## config.mk

```make
export PLATFORM = sky130hd
export DESIGN_NAME = spi_nor_flash_command_sequencer_core_flat
export DESIGN_NICKNAME = d
export VERILOG_FILES = /design/src/rtl/snfcs_pkg.sv /design/src/rtl/snfcs_if.sv /design/src/rtl/spi_nor_flash_command_sequencer_core.sv /design/src/rtl/snfcs_front.sv /design/src/rtl/snfcs_back.sv /design/src/flat_wrapper.sv
export SDC_FILE = /design/constraint.sdc
export NUM_CORES = 1
export LEC_CHECK = 0
export ABC_CLOCK_PERIOD_IN_PS = 10400
export BUFFER_PORTS_ARGS = -buffer_cell sky130_fd_sc_hd__buf_4
export CORE_ASPECT_RATIO = 1.2
export CORE_MARGIN = 5
export CORE_UTILIZATION = 30
export CTS_CLUSTER_DIAMETER = 150
export DETAILED_ROUTE_END_ITERATION = 7
export REMOVE_ABC_BUFFERS = 1
export SYNTH_ARGS = -nofsm -noshare
export SYNTH_HDL_FRONTEND = slang
export SYNTH_SLANG_ARGS = --single-unit
```

## constraint.sdc

```tcl
create_clock -name clk -period 10.4 [get_ports clk]
set_clock_uncertainty 0.05 [all_clocks]
set_input_delay 1.04 -clock clk [delete_from_list [all_inputs] [get_ports clk]]
set_output_delay 1.04 -clock clk [all_outputs]
set_load 0.01 [all_outputs]
```

## src/rtl/snfcs_pkg.sv

```systemverilog
// Shared types, codes and constants of the SPI NOR flash command sequencer.
package snfcs_pkg;

	localparam int REQ_W      = 3;
	localparam int ADDR_W     = 24;
	localparam int LEN_W      = 24;
	localparam int STAT_W     = 8;
	localparam int OPC_W      = 8;
	localparam int OPST_W     = 3;
	localparam int TICK_W     = 16;
	localparam int CFG_IDX_W  = 1;
	localparam int CFG_DATA_W = 16;

	localparam int DEF_PAGE_BYTES   = 256;
	localparam int DEF_SECTOR_BYTES = 4096;
	localparam int DEF_DEVICE_BYTES = 8388608;

	localparam int QUEUE_DEPTH = 4;

	localparam logic [TICK_W-1:0] TIMEOUT_RESET = 16'd5000;

	localparam logic [CFG_IDX_W-1:0] CFG_DEVICE_READY = 1'b0;
	localparam logic [CFG_IDX_W-1:0] CFG_BUSY_TIMEOUT = 1'b1;

	localparam logic [OPC_W-1:0] OPC_WREN    = 8'h06;
	localparam logic [OPC_W-1:0] OPC_STATUS  = 8'h05;
	localparam logic [OPC_W-1:0] OPC_READ    = 8'h03;
	localparam logic [OPC_W-1:0] OPC_PROGRAM = 8'h02;
	localparam logic [OPC_W-1:0] OPC_ERASE   = 8'h20;

	localparam int STATUS_BUSY_BIT = 0;
	localparam int STATUS_WEL_BIT  = 1;

	typedef enum logic [REQ_W-1:0] {
		REQ_READ    = 3'd0,
		REQ_PROGRAM = 3'd1,
		REQ_ERASE   = 3'd2,
		REQ_SYNC    = 3'd3,
		REQ_STATUS  = 3'd4,
		REQ_TICK    = 3'd5
	} req_type_t;

	typedef enum logic [OPST_W-1:0] {
		OPST_RUN      = 3'd0,
		OPST_OK       = 3'd1,
		OPST_REJECT   = 3'd2,
		OPST_WEL_FAIL = 3'd3,
		OPST_TIMEOUT  = 3'd4
	} op_status_t;

	typedef enum logic [1:0] {
		PH_IDLE,
		PH_WEL,
		PH_BUSY,
		PH_TICK
	} phase_t;

	typedef enum logic [1:0] {
		KIND_NONE,
		KIND_PROGRAM,
		KIND_ERASE,
		KIND_SYNC
	} kind_t;

	typedef struct packed {
		logic              has_frame;
		logic [OPC_W-1:0]  opcode;
		logic [ADDR_W-1:0] address;
		logic [LEN_W-1:0]  data_length;
		op_status_t        op_status;
	} res_t;

	// one queue entry: a first result, optionally followed by a status read
	typedef struct packed {
		res_t head;
		logic pair;
	} q_entry_t;

endpackage

```

## src/rtl/snfcs_if.sv

```systemverilog
// Valid/ready channel interfaces for request items and result items.
interface snfcs_req_if;
	logic                           valid;
	logic                           ready;
	logic [snfcs_pkg::REQ_W-1:0]    req_type;
	logic [snfcs_pkg::ADDR_W-1:0]   address;
	logic [snfcs_pkg::LEN_W-1:0]    length;
	logic [snfcs_pkg::STAT_W-1:0]   status_byte;

	modport source (output valid, req_type, address, length, status_byte, input ready);
	modport sink   (input valid, req_type, address, length, status_byte, output ready);
endinterface

interface snfcs_res_if;
	logic                           valid;
	logic                           ready;
	logic                           has_frame;
	logic [snfcs_pkg::OPC_W-1:0]    frame_opcode;
	logic [snfcs_pkg::ADDR_W-1:0]   frame_address;
	logic [snfcs_pkg::LEN_W-1:0]    frame_data_length;
	logic [snfcs_pkg::OPST_W-1:0]   op_status;
	logic                           last;

	modport source (output valid, has_frame, frame_opcode, frame_address, frame_data_length,
		op_status, last, input ready);
	modport sink   (input valid, has_frame, frame_opcode, frame_address, frame_data_length,
		op_status, last, output ready);
endinterface

```

## src/rtl/spi_nor_flash_command_sequencer_core.sv

```systemverilog
// Top level of the SPI NOR flash command sequencer.
//
//  channel  dir  handshake        payload
//  req      in   valid / ready    req_type, address, length, status_byte
//  res      out  valid / ready    has_frame, frame_opcode, frame_address,
//                                 frame_data_length, op_status, last
//  cfg      in   cfg_we           cfg_index, cfg_wdata
//
// An item is taken on a valid/ready handshake; its results leave the result queue one per cycle
// while res is not stalled, so an item that yields two results gives two result items.
// The first result can appear the cycle after the item is accepted.
// The front end keeps taking items until the four-entry queue fills.
// arst_n clears all control state at once; there is no clearing pass.
// A stall on res does not hold req until the queue is full.
module spi_nor_flash_command_sequencer_core #(
	parameter int PAGE_BYTES   = snfcs_pkg::DEF_PAGE_BYTES,
	parameter int SECTOR_BYTES = snfcs_pkg::DEF_SECTOR_BYTES,
	parameter int DEVICE_BYTES = snfcs_pkg::DEF_DEVICE_BYTES
) (
	input  logic                             clk,
	input  logic                             arst_n,
	input  logic                             cfg_we,
	input  logic [snfcs_pkg::CFG_IDX_W-1:0]  cfg_index,
	input  logic [snfcs_pkg::CFG_DATA_W-1:0] cfg_wdata,
	snfcs_req_if.sink                        req,
	snfcs_res_if.source                      res
);
	import snfcs_pkg::*;

	logic     push;
	q_entry_t push_entry;
	logic     q_full;

	snfcs_front #(
		.PAGE_BYTES   (PAGE_BYTES),
		.SECTOR_BYTES (SECTOR_BYTES),
		.DEVICE_BYTES (DEVICE_BYTES)
	) u_front (
		.clk        (clk),
		.arst_n     (arst_n),
		.cfg_we     (cfg_we),
		.cfg_index  (cfg_index),
		.cfg_wdata  (cfg_wdata),
		.req        (req),
		.push       (push),
		.push_entry (push_entry),
		.q_full     (q_full)
	);

	snfcs_back u_back (
		.clk        (clk),
		.arst_n     (arst_n),
		.push       (push),
		.push_entry (push_entry),
		.q_full     (q_full),
		.res        (res)
	);

endmodule

```

## src/rtl/snfcs_front.sv

```systemverilog
// Front end: accepts items, keeps the operation state, queues the results.
module snfcs_front #(
	parameter int PAGE_BYTES   = snfcs_pkg::DEF_PAGE_BYTES,
	parameter int SECTOR_BYTES = snfcs_pkg::DEF_SECTOR_BYTES,
	parameter int DEVICE_BYTES = snfcs_pkg::DEF_DEVICE_BYTES
) (
	input  logic                             clk,
	input  logic                             arst_n,
	input  logic                             cfg_we,
	input  logic [snfcs_pkg::CFG_IDX_W-1:0]  cfg_index,
	input  logic [snfcs_pkg::CFG_DATA_W-1:0] cfg_wdata,
	snfcs_req_if.sink                        req,
	output logic                             push,
	output snfcs_pkg::q_entry_t              push_entry,
	input  logic                             q_full
);
	import snfcs_pkg::*;

	localparam int PG_W    = $clog2(PAGE_BYTES);
	localparam int CHUNK_W = PG_W + 1;
	localparam logic [ADDR_W:0]   DEV_SPAN    = (ADDR_W+1)'(DEVICE_BYTES);
	localparam logic [ADDR_W-1:0] SECTOR_MASK = ADDR_W'(SECTOR_BYTES - 1);
	localparam logic [ADDR_W-1:0] SECTOR_STEP = ADDR_W'(SECTOR_BYTES);

	logic                dev_ready_q;
	logic [TICK_W-1:0]   timeout_q;
	phase_t              phase_q, phase_d;
	kind_t               kind_q, kind_d;
	logic [ADDR_W-1:0]   addr_q, addr_d;
	logic [LEN_W-1:0]    rem_q, rem_d;
	logic [CHUNK_W-1:0]  chunk_q, chunk_d;
	logic [TICK_W-1:0]   ticks_q, ticks_d;

	logic                acc;
	logic                range_bad;
	logic                align_bad;
	logic                req_ok;
	logic [ADDR_W-1:0]   step;
	logic [ADDR_W-1:0]   step_addr;
	logic [LEN_W-1:0]    step_rem;
	logic                rem_zero;
	logic                timed_out;
	logic [ADDR_W-1:0]   ws_addr;
	logic [LEN_W-1:0]    ws_rem;
	logic [CHUNK_W-1:0]  chunk_new;
	logic                sb_busy;
	logic                sb_wel;

	// bytes up to the next page boundary, capped by what is left
	function automatic logic [CHUNK_W-1:0] chunk_calc(input logic [ADDR_W-1:0] a,
		input logic [LEN_W-1:0] r);
		logic [CHUNK_W-1:0] room;
		room = CHUNK_W'(PAGE_BYTES) - CHUNK_W'(a[PG_W-1:0]);
		if (r < LEN_W'(room)) begin
			chunk_calc = r[CHUNK_W-1:0];
		end else begin
			chunk_calc = room;
		end
	endfunction

	assign req.ready = !q_full;
	assign acc       = req.valid && req.ready;
	assign sb_busy   = req.status_byte[STATUS_BUSY_BIT];
	assign sb_wel    = req.status_byte[STATUS_WEL_BIT];

	// request classification and step arithmetic
	always_comb begin
		range_bad = (req.req_type != REQ_SYNC) && ((req.length == '0) ||
			({1'b0, req.address} > DEV_SPAN) ||
			({1'b0, req.length} > (DEV_SPAN - {1'b0, req.address})));
		align_bad = (req.req_type == REQ_ERASE) &&
			(((req.address | req.length) & SECTOR_MASK) != '0);
		req_ok = (phase_q == PH_IDLE) && dev_ready_q && !range_bad && !align_bad;

		step      = (kind_q == KIND_PROGRAM) ? ADDR_W'(chunk_q) : SECTOR_STEP;
		step_rem  = (step >= rem_q) ? '0 : rem_q - step;
		step_addr = addr_q + step;
		rem_zero  = (step_rem == '0);
		timed_out = (ticks_q >= timeout_q);

		ws_addr   = (phase_q == PH_IDLE) ? req.address : step_addr;
		ws_rem    = (phase_q == PH_IDLE) ? req.length : step_rem;
		chunk_new = chunk_calc(ws_addr, ws_rem);
	end

	// next state
	always_comb begin
		phase_d = phase_q;
		kind_d  = kind_q;
		addr_d  = addr_q;
		rem_d   = rem_q;
		chunk_d = chunk_q;
		ticks_d = ticks_q;
		if (acc) begin
			case (req.req_type)
				REQ_READ, REQ_PROGRAM, REQ_ERASE, REQ_SYNC: begin
					if (req_ok && req.req_type != REQ_READ) begin
						addr_d  = req.address;
						rem_d   = req.length;
						ticks_d = '0;
						if (req.req_type == REQ_SYNC) begin
							kind_d  = KIND_SYNC;
							phase_d = PH_BUSY;
						end else begin
							kind_d  = (req.req_type == REQ_PROGRAM) ? KIND_PROGRAM : KIND_ERASE;
							phase_d = PH_WEL;
							if (req.req_type == REQ_PROGRAM) begin
								chunk_d = chunk_new;
							end
						end
					end
				end
				REQ_STATUS: begin
					case (phase_q)
						PH_WEL: begin
							if (!sb_wel) begin
								phase_d = PH_IDLE;
							end else begin
								ticks_d = '0;
								phase_d = PH_BUSY;
							end
						end
						PH_BUSY: begin
							if (sb_busy) begin
								phase_d = timed_out ? PH_IDLE : PH_TICK;
							end else if (kind_q == KIND_SYNC) begin
								phase_d = PH_IDLE;
							end else begin
								rem_d  = step_rem;
								addr_d = step_addr;
								if (rem_zero) begin
									phase_d = PH_IDLE;
								end else begin
									phase_d = PH_WEL;
									if (kind_q == KIND_PROGRAM) begin
										chunk_d = chunk_new;
									end
								end
							end
						end
						default: ;
					endcase
				end
				REQ_TICK: begin
					if (phase_q == PH_BUSY || phase_q == PH_TICK) begin
						if (ticks_q != '1) begin
							ticks_d = ticks_q + 1'b1;
						end
					end
					if (phase_q == PH_TICK) begin
						phase_d = PH_BUSY;
					end
				end
				default: ;
			endcase
		end
	end

	// results pushed to the queue
	always_comb begin
		push       = 1'b0;
		push_entry = '0;
		if (acc) begin
			case (req.req_type)
				REQ_READ, REQ_PROGRAM, REQ_ERASE, REQ_SYNC: begin
					push = 1'b1;
					if (!req_ok) begin
						push_entry.head.op_status = OPST_REJECT;
					end else if (req.req_type == REQ_READ) begin
						push_entry.head.has_frame   = 1'b1;
						push_entry.head.opcode      = OPC_READ;
						push_entry.head.address     = req.address;
						push_entry.head.data_length = req.length;
						push_entry.head.op_status   = OPST_OK;
					end else if (req.req_type == REQ_SYNC) begin
						push_entry.head.has_frame   = 1'b1;
						push_entry.head.opcode      = OPC_STATUS;
						push_entry.head.data_length = LEN_W'(1);
					end else begin
						push_entry.head.has_frame = 1'b1;
						push_entry.head.opcode    = OPC_WREN;
						push_entry.pair           = 1'b1;
					end
				end
				REQ_STATUS: begin
					case (phase_q)
						PH_WEL: begin
							push = 1'b1;
							if (!sb_wel) begin
								push_entry.head.op_status = OPST_WEL_FAIL;
							end else begin
								push_entry.head.has_frame = 1'b1;
								push_entry.head.address   = addr_q;
								push_entry.pair           = 1'b1;
								if (kind_q == KIND_PROGRAM) begin
									push_entry.head.opcode      = OPC_PROGRAM;
									push_entry.head.data_length = LEN_W'(chunk_q);
								end else begin
									push_entry.head.opcode = OPC_ERASE;
								end
							end
						end
						PH_BUSY: begin
							if (sb_busy) begin
								if (timed_out) begin
									push                      = 1'b1;
									push_entry.head.op_status = OPST_TIMEOUT;
								end
							end else if (kind_q == KIND_SYNC || rem_zero) begin
								push                      = 1'b1;
								push_entry.head.op_status = OPST_OK;
							end else begin
								push                      = 1'b1;
								push_entry.head.has_frame = 1'b1;
								push_entry.head.opcode    = OPC_WREN;
								push_entry.pair           = 1'b1;
							end
						end
						default: ;
					endcase
				end
				REQ_TICK: begin
					if (phase_q == PH_TICK) begin
						push                        = 1'b1;
						push_entry.head.has_frame   = 1'b1;
						push_entry.head.opcode      = OPC_STATUS;
						push_entry.head.data_length = LEN_W'(1);
					end
				end
				default: ;
			endcase
		end
	end

	always_ff @(posedge clk or negedge arst_n) begin
		if (!arst_n) begin
			dev_ready_q <= 1'b0;
			timeout_q   <= TIMEOUT_RESET;
			phase_q     <= PH_IDLE;
			kind_q      <= KIND_NONE;
			addr_q      <= '0;
			rem_q       <= '0;
			chunk_q     <= '0;
			ticks_q     <= '0;
		end else begin
			if (cfg_we) begin
				case (cfg_index)
					CFG_DEVICE_READY: dev_ready_q <= cfg_wdata[0];
					CFG_BUSY_TIMEOUT: timeout_q   <= cfg_wdata[TICK_W-1:0];
					default: ;
				endcase
			end
			phase_q <= phase_d;
			kind_q  <= kind_d;
			addr_q  <= addr_d;
			rem_q   <= rem_d;
			chunk_q <= chunk_d;
			ticks_q <= ticks_d;
		end
	end

endmodule

```

## src/rtl/snfcs_back.sv

```systemverilog
// Back end: result queue and serializer that issues one result item per cycle while res is ready.
module snfcs_back (
	input  logic                clk,
	input  logic                arst_n,
	input  logic                push,
	input  snfcs_pkg::q_entry_t push_entry,
	output logic                q_full,
	snfcs_res_if.source         res
);
	import snfcs_pkg::*;

	localparam int PTR_W = $clog2(QUEUE_DEPTH);
	localparam logic [PTR_W:0] FULL_COUNT = (PTR_W+1)'(QUEUE_DEPTH);

	q_entry_t          mem_q [QUEUE_DEPTH];
	logic [PTR_W-1:0]  wr_ptr_q;
	logic [PTR_W-1:0]  rd_ptr_q;
	logic [PTR_W:0]    count_q;
	logic              second_q;

	q_entry_t          head;
	logic              take;
	logic              pop;

	assign head   = mem_q[rd_ptr_q];
	assign q_full = (count_q == FULL_COUNT);
	assign take   = res.valid && res.ready;
	// a paired entry leaves only after its trailing status read
	assign pop    = take && (second_q || !head.pair);

	always_comb begin
		res.valid = (count_q != '0);
		if (second_q) begin
			res.has_frame         = 1'b1;
			res.frame_opcode      = OPC_STATUS;
			res.frame_address     = '0;
			res.frame_data_length = LEN_W'(1);
			res.op_status         = OPST_RUN;
			res.last              = 1'b1;
		end else begin
			res.has_frame         = head.head.has_frame;
			res.frame_opcode      = head.head.opcode;
			res.frame_address     = head.head.address;
			res.frame_data_length = head.head.data_length;
			res.op_status         = head.head.op_status;
			res.last              = !head.pair;
		end
	end

	always_ff @(posedge clk) begin
		if (push) begin
			mem_q[wr_ptr_q] <= push_entry;
		end
	end

	always_ff @(posedge clk or negedge arst_n) begin
		if (!arst_n) begin
			wr_ptr_q <= '0;
			rd_ptr_q <= '0;
			count_q  <= '0;
			second_q <= 1'b0;
		end else begin
			if (push) begin
				wr_ptr_q <= wr_ptr_q + 1'b1;
			end
			if (pop) begin
				rd_ptr_q <= rd_ptr_q + 1'b1;
			end
			if (take) begin
				second_q <= !pop;
			end
			case ({push, pop})
				2'b10:   count_q <= count_q + 1'b1;
				2'b01:   count_q <= count_q - 1'b1;
				default: ;
			endcase
		end
	end

endmodule

```

## src/flat_wrapper.sv

```systemverilog
// flat-port wrapper written by rule: the top's interface ports become plain ports
module spi_nor_flash_command_sequencer_core_flat import snfcs_pkg::*;
#(
	parameter int PAGE_BYTES   = snfcs_pkg::DEF_PAGE_BYTES,
	parameter int SECTOR_BYTES = snfcs_pkg::DEF_SECTOR_BYTES,
	parameter int DEVICE_BYTES = snfcs_pkg::DEF_DEVICE_BYTES
)
  (clk, arst_n, cfg_we, cfg_index, cfg_wdata, req_valid, req_req_type, req_address, req_length, req_status_byte, req_ready, res_valid, res_has_frame, res_frame_opcode, res_frame_address, res_frame_data_length, res_op_status, res_last, res_ready);
  snfcs_req_if req_i ();
  snfcs_res_if res_i ();
  input  logic clk;
  input  logic arst_n;
  input  logic cfg_we;
  input  logic [snfcs_pkg::CFG_IDX_W-1:0] cfg_index;
  input  logic [snfcs_pkg::CFG_DATA_W-1:0] cfg_wdata;
  input wire logic [$bits(req_i.valid)-1:0] req_valid;
  input wire logic [$bits(req_i.req_type)-1:0] req_req_type;
  input wire logic [$bits(req_i.address)-1:0] req_address;
  input wire logic [$bits(req_i.length)-1:0] req_length;
  input wire logic [$bits(req_i.status_byte)-1:0] req_status_byte;
  output wire logic [$bits(req_i.ready)-1:0] req_ready;
  output wire logic [$bits(res_i.valid)-1:0] res_valid;
  output wire logic [$bits(res_i.has_frame)-1:0] res_has_frame;
  output wire logic [$bits(res_i.frame_opcode)-1:0] res_frame_opcode;
  output wire logic [$bits(res_i.frame_address)-1:0] res_frame_address;
  output wire logic [$bits(res_i.frame_data_length)-1:0] res_frame_data_length;
  output wire logic [$bits(res_i.op_status)-1:0] res_op_status;
  output wire logic [$bits(res_i.last)-1:0] res_last;
  input wire logic [$bits(res_i.ready)-1:0] res_ready;
  assign req_i.valid = req_valid;
  assign req_i.req_type = req_req_type;
  assign req_i.address = req_address;
  assign req_i.length = req_length;
  assign req_i.status_byte = req_status_byte;
  assign req_ready = req_i.ready;
  assign res_valid = res_i.valid;
  assign res_has_frame = res_i.has_frame;
  assign res_frame_opcode = res_i.frame_opcode;
  assign res_frame_address = res_i.frame_address;
  assign res_frame_data_length = res_i.frame_data_length;
  assign res_op_status = res_i.op_status;
  assign res_last = res_i.last;
  assign res_i.ready = res_ready;
  spi_nor_flash_command_sequencer_core #(.PAGE_BYTES(PAGE_BYTES), .SECTOR_BYTES(SECTOR_BYTES), .DEVICE_BYTES(DEVICE_BYTES)) u_core (.clk(clk), .arst_n(arst_n), .cfg_we(cfg_we), .cfg_index(cfg_index), .cfg_wdata(cfg_wdata), .req(req_i), .res(res_i));
endmodule
```

# == Word level (Yosys, flattened, before mapping) ==
# Memory sizes are Yosys's and may differ from the RTL's.
# Index checks and enable logic that the tools add are counted.
# word_totals
memories,1
in_bits,81
out_inout_bits,63
ram_bits,244
register_bits,102
wordCells,185
# mem_list
memory,words,word_bits,rd,rd_clocked_by_memory_dff,write_ports,line_no,rtl
u_core.u_back.mem_q,4,61,1,0,1,snfcs_back.sv:15,q_entry_t mem_q [QUEUE_DEPTH];
# op_classes
reduce_logical,37
bitwise_logic,2
eq_ne,29
muxes,90
order_cmp,5
n_addsub,9
# ops
op,n
24-bit 2-to-1 mux,14
24-bit one-hot mux with 2 select lines,3
9-bit 2-to-1 mux,14
57-bit 2-to-1 mux,2
16-bit 2-to-1 mux,5
24-bit one-hot mux with 3 select lines,1
61-bit 2-to-1 mux,1
24-bit logical NOT,2
48-bit 2-to-1 mux,1
16-bit one-hot mux with 3 select lines,1
9-bit one-hot mux with 2 select lines,2
9-bit one-hot mux with 3 select lines,1
24-bit by 25-bit > comparator with 1-bit output,1
"24-bit by 24-bit subtractor with 25-bit output, first input constant",1
24-bit by 13-bit adder with 24-bit output,1
13-bit by 24-bit greater-or-equal comparator with 1-bit output,1
"24-bit > comparator, second input constant",1
24-bit by 9-bit less-than comparator with 1-bit output,1
"2-bit inequality test, second input constant",12
24-bit nonzero test,1
24-bit by 13-bit subtractor with 24-bit output,1
2-bit 2-to-1 mux,11
1-bit 2-to-1 mux,20
"16-bit by 1-bit adder with 16-bit output, second input constant",1
39 further kinds,73

# == Logic depth before layout (Yosys ltp) ==
# logic_depth
word_depth,13
ltp_mapped,24
ltp_nobuf,21

# == Cells and area by module ==
# From an unflattened synthesis, not the netlist that was laid out.
# unflattened
cells_unflattened,1616
hier_area_um2,19163.4
# modules_own_cells
mod,instances,cells_each,seq_area_each_um2,area_per_inst_um2
snfcs_back,1,432,7527.2,9949.5
snfcs_front,1,1184,2358.5,9213.8

# == Worst setup path after synthesis ==
# No wires, ideal clock.
# synth_timing
kind,in2reg
startpoint,input port req_address[4]
endpoint,register u_core.u_front.chunk_q[0]
setup_ps,125
stages,19
arrival_time_ps,4794
n_path_buf,2
setup_slack_ps,5432
path_cell_list,buf_2 -> nor4_2 -> nand3b_1 -> or3_1 -> nor4_1 -> nand2_1 -> xnor2_1 -> ha_1 -> a21o_1 -> a21oi_1 -> o221ai_1 -> and3_1 -> a211oi_2 -> o21a_2 -> o21a_1 -> buf_6 -> and3_4 -> a22oi_4 -> mux2_2
# synth_via
elab_chain_len,10
elab_cells_between_ends,29
classes_between,add/sub (2); order compare (3); eq/ne (1); mux (11); bitwise (1); reduce/logical (11)
# synth_lines
item,line_no,rtl
from (decl),flat_wrapper.sv:18,input wire logic [$bits(req_i.address)-1:0] req_address;
"24-bit by 24-bit subtractor with 25-bit output, or another cell as far along",snfcs_front.sv:70,"({1'b0, req.length} > (DEV_SPAN - {1'b0, req.address})));"
"24-bit by 25-bit > comparator with 1-bit output, or another cell as far along",snfcs_front.sv:70,
1-bit logical OR / 24-bit by 9-bit less-than comparator with 1-bit output (equally long branches),"snfcs_front.sv:69, snfcs_front.sv:54",
1-bit logical AND / 9-bit 2-to-1 mux (equally long branches),"snfcs_front.sv:68, snfcs_front.sv:54",
1-bit logical NOT / 9-bit 2-to-1 mux (equally long branches),"snfcs_front.sv:73, snfcs_front.sv:135",
1-bit logical AND / 9-bit 2-to-1 mux (equally long branches),"snfcs_front.sv:73, snfcs_front.sv:131",
1-bit logical AND / 9-bit 2-to-1 mux (equally long branches),"snfcs_front.sv:73, snfcs_front.sv:126",
1-bit logical AND / 9-bit 2-to-1 mux (equally long branches),"snfcs_front.sv:97, snfcs_front.sv:124",
2-bit inequality test (no source line) / 9-bit 2-to-1 mux (equally long branches),--,
10-bit AND reduction (no source line) / 9-bit one-hot mux with 2 select lines (equally long branches),--,
to (signal assigned),snfcs_front.sv:257,chunk_q <= chunk_d;
to (decl),snfcs_front.sv:31,"logic [CHUNK_W-1:0] chunk_q, chunk_d;"
# Parallel ways exist; a longest one is shown, timed or not. The select of a mux whose other input is x is not followed.
# A chain may end at the register's enable or synchronous reset.

# == Worst setup path in the final report ==
# layout_timing
startpoint,input port req_address[6]
endpoint,register u_core.u_front.chunk_q[1]
# The elaborated chain is that of the path after synthesis.

==> metrics <==
setup TNS=0 ns; initial antenna violation count=3; cell area power density=255 mW/mm^2; Area Overhead vs Synth=16.4%; post-route cell area=0.0209 mm^2; # DRC=0; Final nets=1833; crit path buf inv count=2; Final ANT Viol Nets=0; clk buf depth=3; DP Area=0.0198 mm^2; Least-Margin Pin Slew=1.01 ns; I/O pins=144; crit end category=flop; share of cells above drive strength 1=0.189; setup slack, reg-to-reg=5.01 ns; Worst-Skew Late Latency=0.53 ns; slowest CP cell=a211oi_2; die width=233 um; mean post-synth cell area=11.5 um^2; Row Count=98; peak supply drop=0.104 mV; Post-CTS Setup Bufs=0; Final Setup Violations=0; ys flop type=edfxtp_1; Die Ht=278 um; Crit Path Category=primary input to flop; total track usage=0.146; CTS Buf Count=35; Max Freq=170 MHz; clock slew at reported path FFs=0.06 ns; Max Cap Viol=0; die area=0.0649 mm^2; port bufs=133; DRT Pass-1 Iters=5; Tot Pwr=5.34 mW; final core utilization=0.352; GRT overflow=0; DR vias=12800; crit start category=primary input; wirelength, routed=48800 um; post-synth cell types=76; Slew Limit Fails=0; Static Leakage=8.01 nW; CP required=10.75 ns; critical path, cell by cell=buf_4 > nor4_2 > nand3b_1 > or3_1 > nor4_1 > nand2_1 > xnor2_1 > ha_1 > nand3_1 > nor2_1 > nand3_1 > and3_1 > a211oi_2 > o21a_2 > o21a_1 > buf_4 > and3_4 > a22oi_4 > mux2_2; global-route wire length before repair=75800 um; sequential-to-total area share from yosys stat=0.523; Fin. Hold Viols=0; Post-CTS Hold Buffers=0; max incr delay on CP=0.52 ns; crit-path leading delay family=simple AND/OR/NAND/NOR gates; initial core utilization=0.302; Arr. time, crit path=6.22 ns; YS warnings=0; status=finished clean; Seq cells post-synth=330; Iteration-0 DRC Markers=817; drt via density=5.12; CTS tree=built; DPL Wire Length=34100 um; post-layout min period=5.87 ns; Worst Path Max Fanout=43; vias in the first global route=13200; largest net degree at the start of global routing=64; Hold Crit Class=primary input to async pin; fin crit share=0.564; H-Tree Depth=2; Post-synth EDFFs=228; synthesized instance count=1558; gpl congestion=0.908; wire per inst=19.5 um; Max-slew headroom=0.323; CTS resizes=0; Core ar.=0.0595 mm^2; asr flop ratio synth=0.309; clock sinks=330; Syn Std Cell Area=0.0180 mm^2; RSZ-0062 raised after global routing=false; root buffer cell=clkbuf_16
[final timing paths]
kind,start,depth (start not counted),to
min in group clk,u_core.u_front.rem_q[2],2,u_core.u_front.rem_q[2]
max,req_address[6],19,u_core.u_front.chunk_q[1]
max in group asynchronous,arst_n,2,u_core.u_back.rd_ptr_q[0]
max reg2reg,u_core.u_front.kind_q[0],22,u_core.u_front.chunk_q[1]
min,arst_n,1,u_core.u_back.second_q
min reg2reg,u_core.u_front.rem_q[2],2,u_core.u_front.rem_q[2]
[logic make-up (layout without fill, tap and decap cells)]
| kind of cell | after synthesis | in the layout | share of synthesized area |
|---|---|---|---|
| and+or+nand+nor | 498 | 498 | 0.138 |
| DFF | 330 | 330 | 0.523 |
| adders and majority gates | 85 | 85 | 0.0603 |
| xor gates and xnor gates | 52 | 52 | 0.0253 |
| muxes | 103 | 103 | 0.0990 |
| AOI/OAI and AO/OA | 341 | 341 | 0.121 |
| other | 1 | 7 | 0.000209 |
| buffers and inverters | 148 | 281 | 0.0330 |
[synthesized netlist by cell type, types with 27 or more instances]
cell / number / area share
a21oi_1: 76 / 0.021
a22oi_1: 35 / 0.015
and3_1: 34 / 0.012
clkbuf_1: 54 / 0.011
dfrtp_1: 97 / 0.14
edfxtp_1: 228 / 0.38
ha_1: 81 / 0.056
inv_1: 65 / 0.014
mux2_2: 28 / 0.018
mux4_2: 57 / 0.071
nand2_1: 113 / 0.024
nand2b_1: 28 / 0.0097
nand3_1: 40 / 0.011
nor2_1: 124 / 0.026
nor2b_1: 65 / 0.023
nor3_1: 30 / 0.0084
o21ai_0: 100 / 0.028
xnor2_1: 27 / 0.013
[stage by stage]
step | hold slack, ns | cells | setup slack (ns)
floorplan | 0.404 | 1478 | 3.60
global placement | 0.424 | 2431 | 4.01
detailed placement | 0.432 | 2431 | 3.94
CTS | 0.443 | 2494 | 4.48
global route | 0.463 | 2496 | 4.12
finish | 0.439 | 2497 | 4.53
[per-layer routing]
metal  track usage  routed length (um)  vias up
met1         0.180               20200     6393
met5             0                   0        -
met2         0.267               25400      285
met3        0.0204                1950       69
met4        0.0435                1260        0
li1              -                   -     6030
[power by group]
group          internal (mW)  leakage [nW]  switching [mW]
clock                  0.678         0.514           0.531
sequential              1.64          3.35           0.183
combinational           1.05          4.15            1.27
[layout make-up]
class / instances / area [um^2]
Multi-Input combinational cell: 1083 / 8020
Tap cell: 800 / 1000
Fill cell: 5829 / 38500
Clock inverter: 16 / 144
Timing Repair Buffer: 153 / 1150
Antenna cell: 3 / 7.51
Clock buffer: 47 / 952
Sequential cell: 330 / 9410
Inverter: 65 / 244
[sequential cells by signal (all words and copies together), names as in the netlist]
register,flops
u_core.u_back.count_q,3
u_core.u_back.mem_q,228
u_core.u_back.rd_ptr_q,2
u_core.u_back.second_q,1
u_core.u_back.wr_ptr_q,2
u_core.u_front.addr_q,24
u_core.u_front.chunk_q,9
u_core.u_front.dev_ready_q,1
u_core.u_front.kind_q,2
u_core.u_front.phase_q,2
u_core.u_front.rem_q,24
u_core.u_front.ticks_q,16
u_core.u_front.timeout_q,16
[layout by cell type (no fill, tap or decap), drive strengths merged, types with 8 or more instances in the layout]
master / synthesis / final
and2: 8 / 8
nor2: 124 / 124
clkinv: 0 / 8
o21ai: 101 / 101
nor2b: 65 / 65
and3: 35 / 35
nand2b: 28 / 28
xnor2: 27 / 27
mux2i: 18 / 18
buf: 29 / 153
o21a: 10 / 10
a21oi: 77 / 77
nor4: 19 / 19
nand4: 15 / 15
dfrtp: 97 / 97
ha: 81 / 81
inv: 65 / 67
mux4: 57 / 57
xor2: 25 / 25
o22ai: 10 / 10
nor3: 30 / 30
edfxtp: 228 / 228
a31oi: 16 / 16
a21o: 22 / 22
mux2: 28 / 28
nand2: 113 / 113
clkbuf: 54 / 47
nand3: 40 / 40
a211oi: 11 / 11
a22oi: 36 / 36
Note: power is estimated with default switching activity, not from simulation.
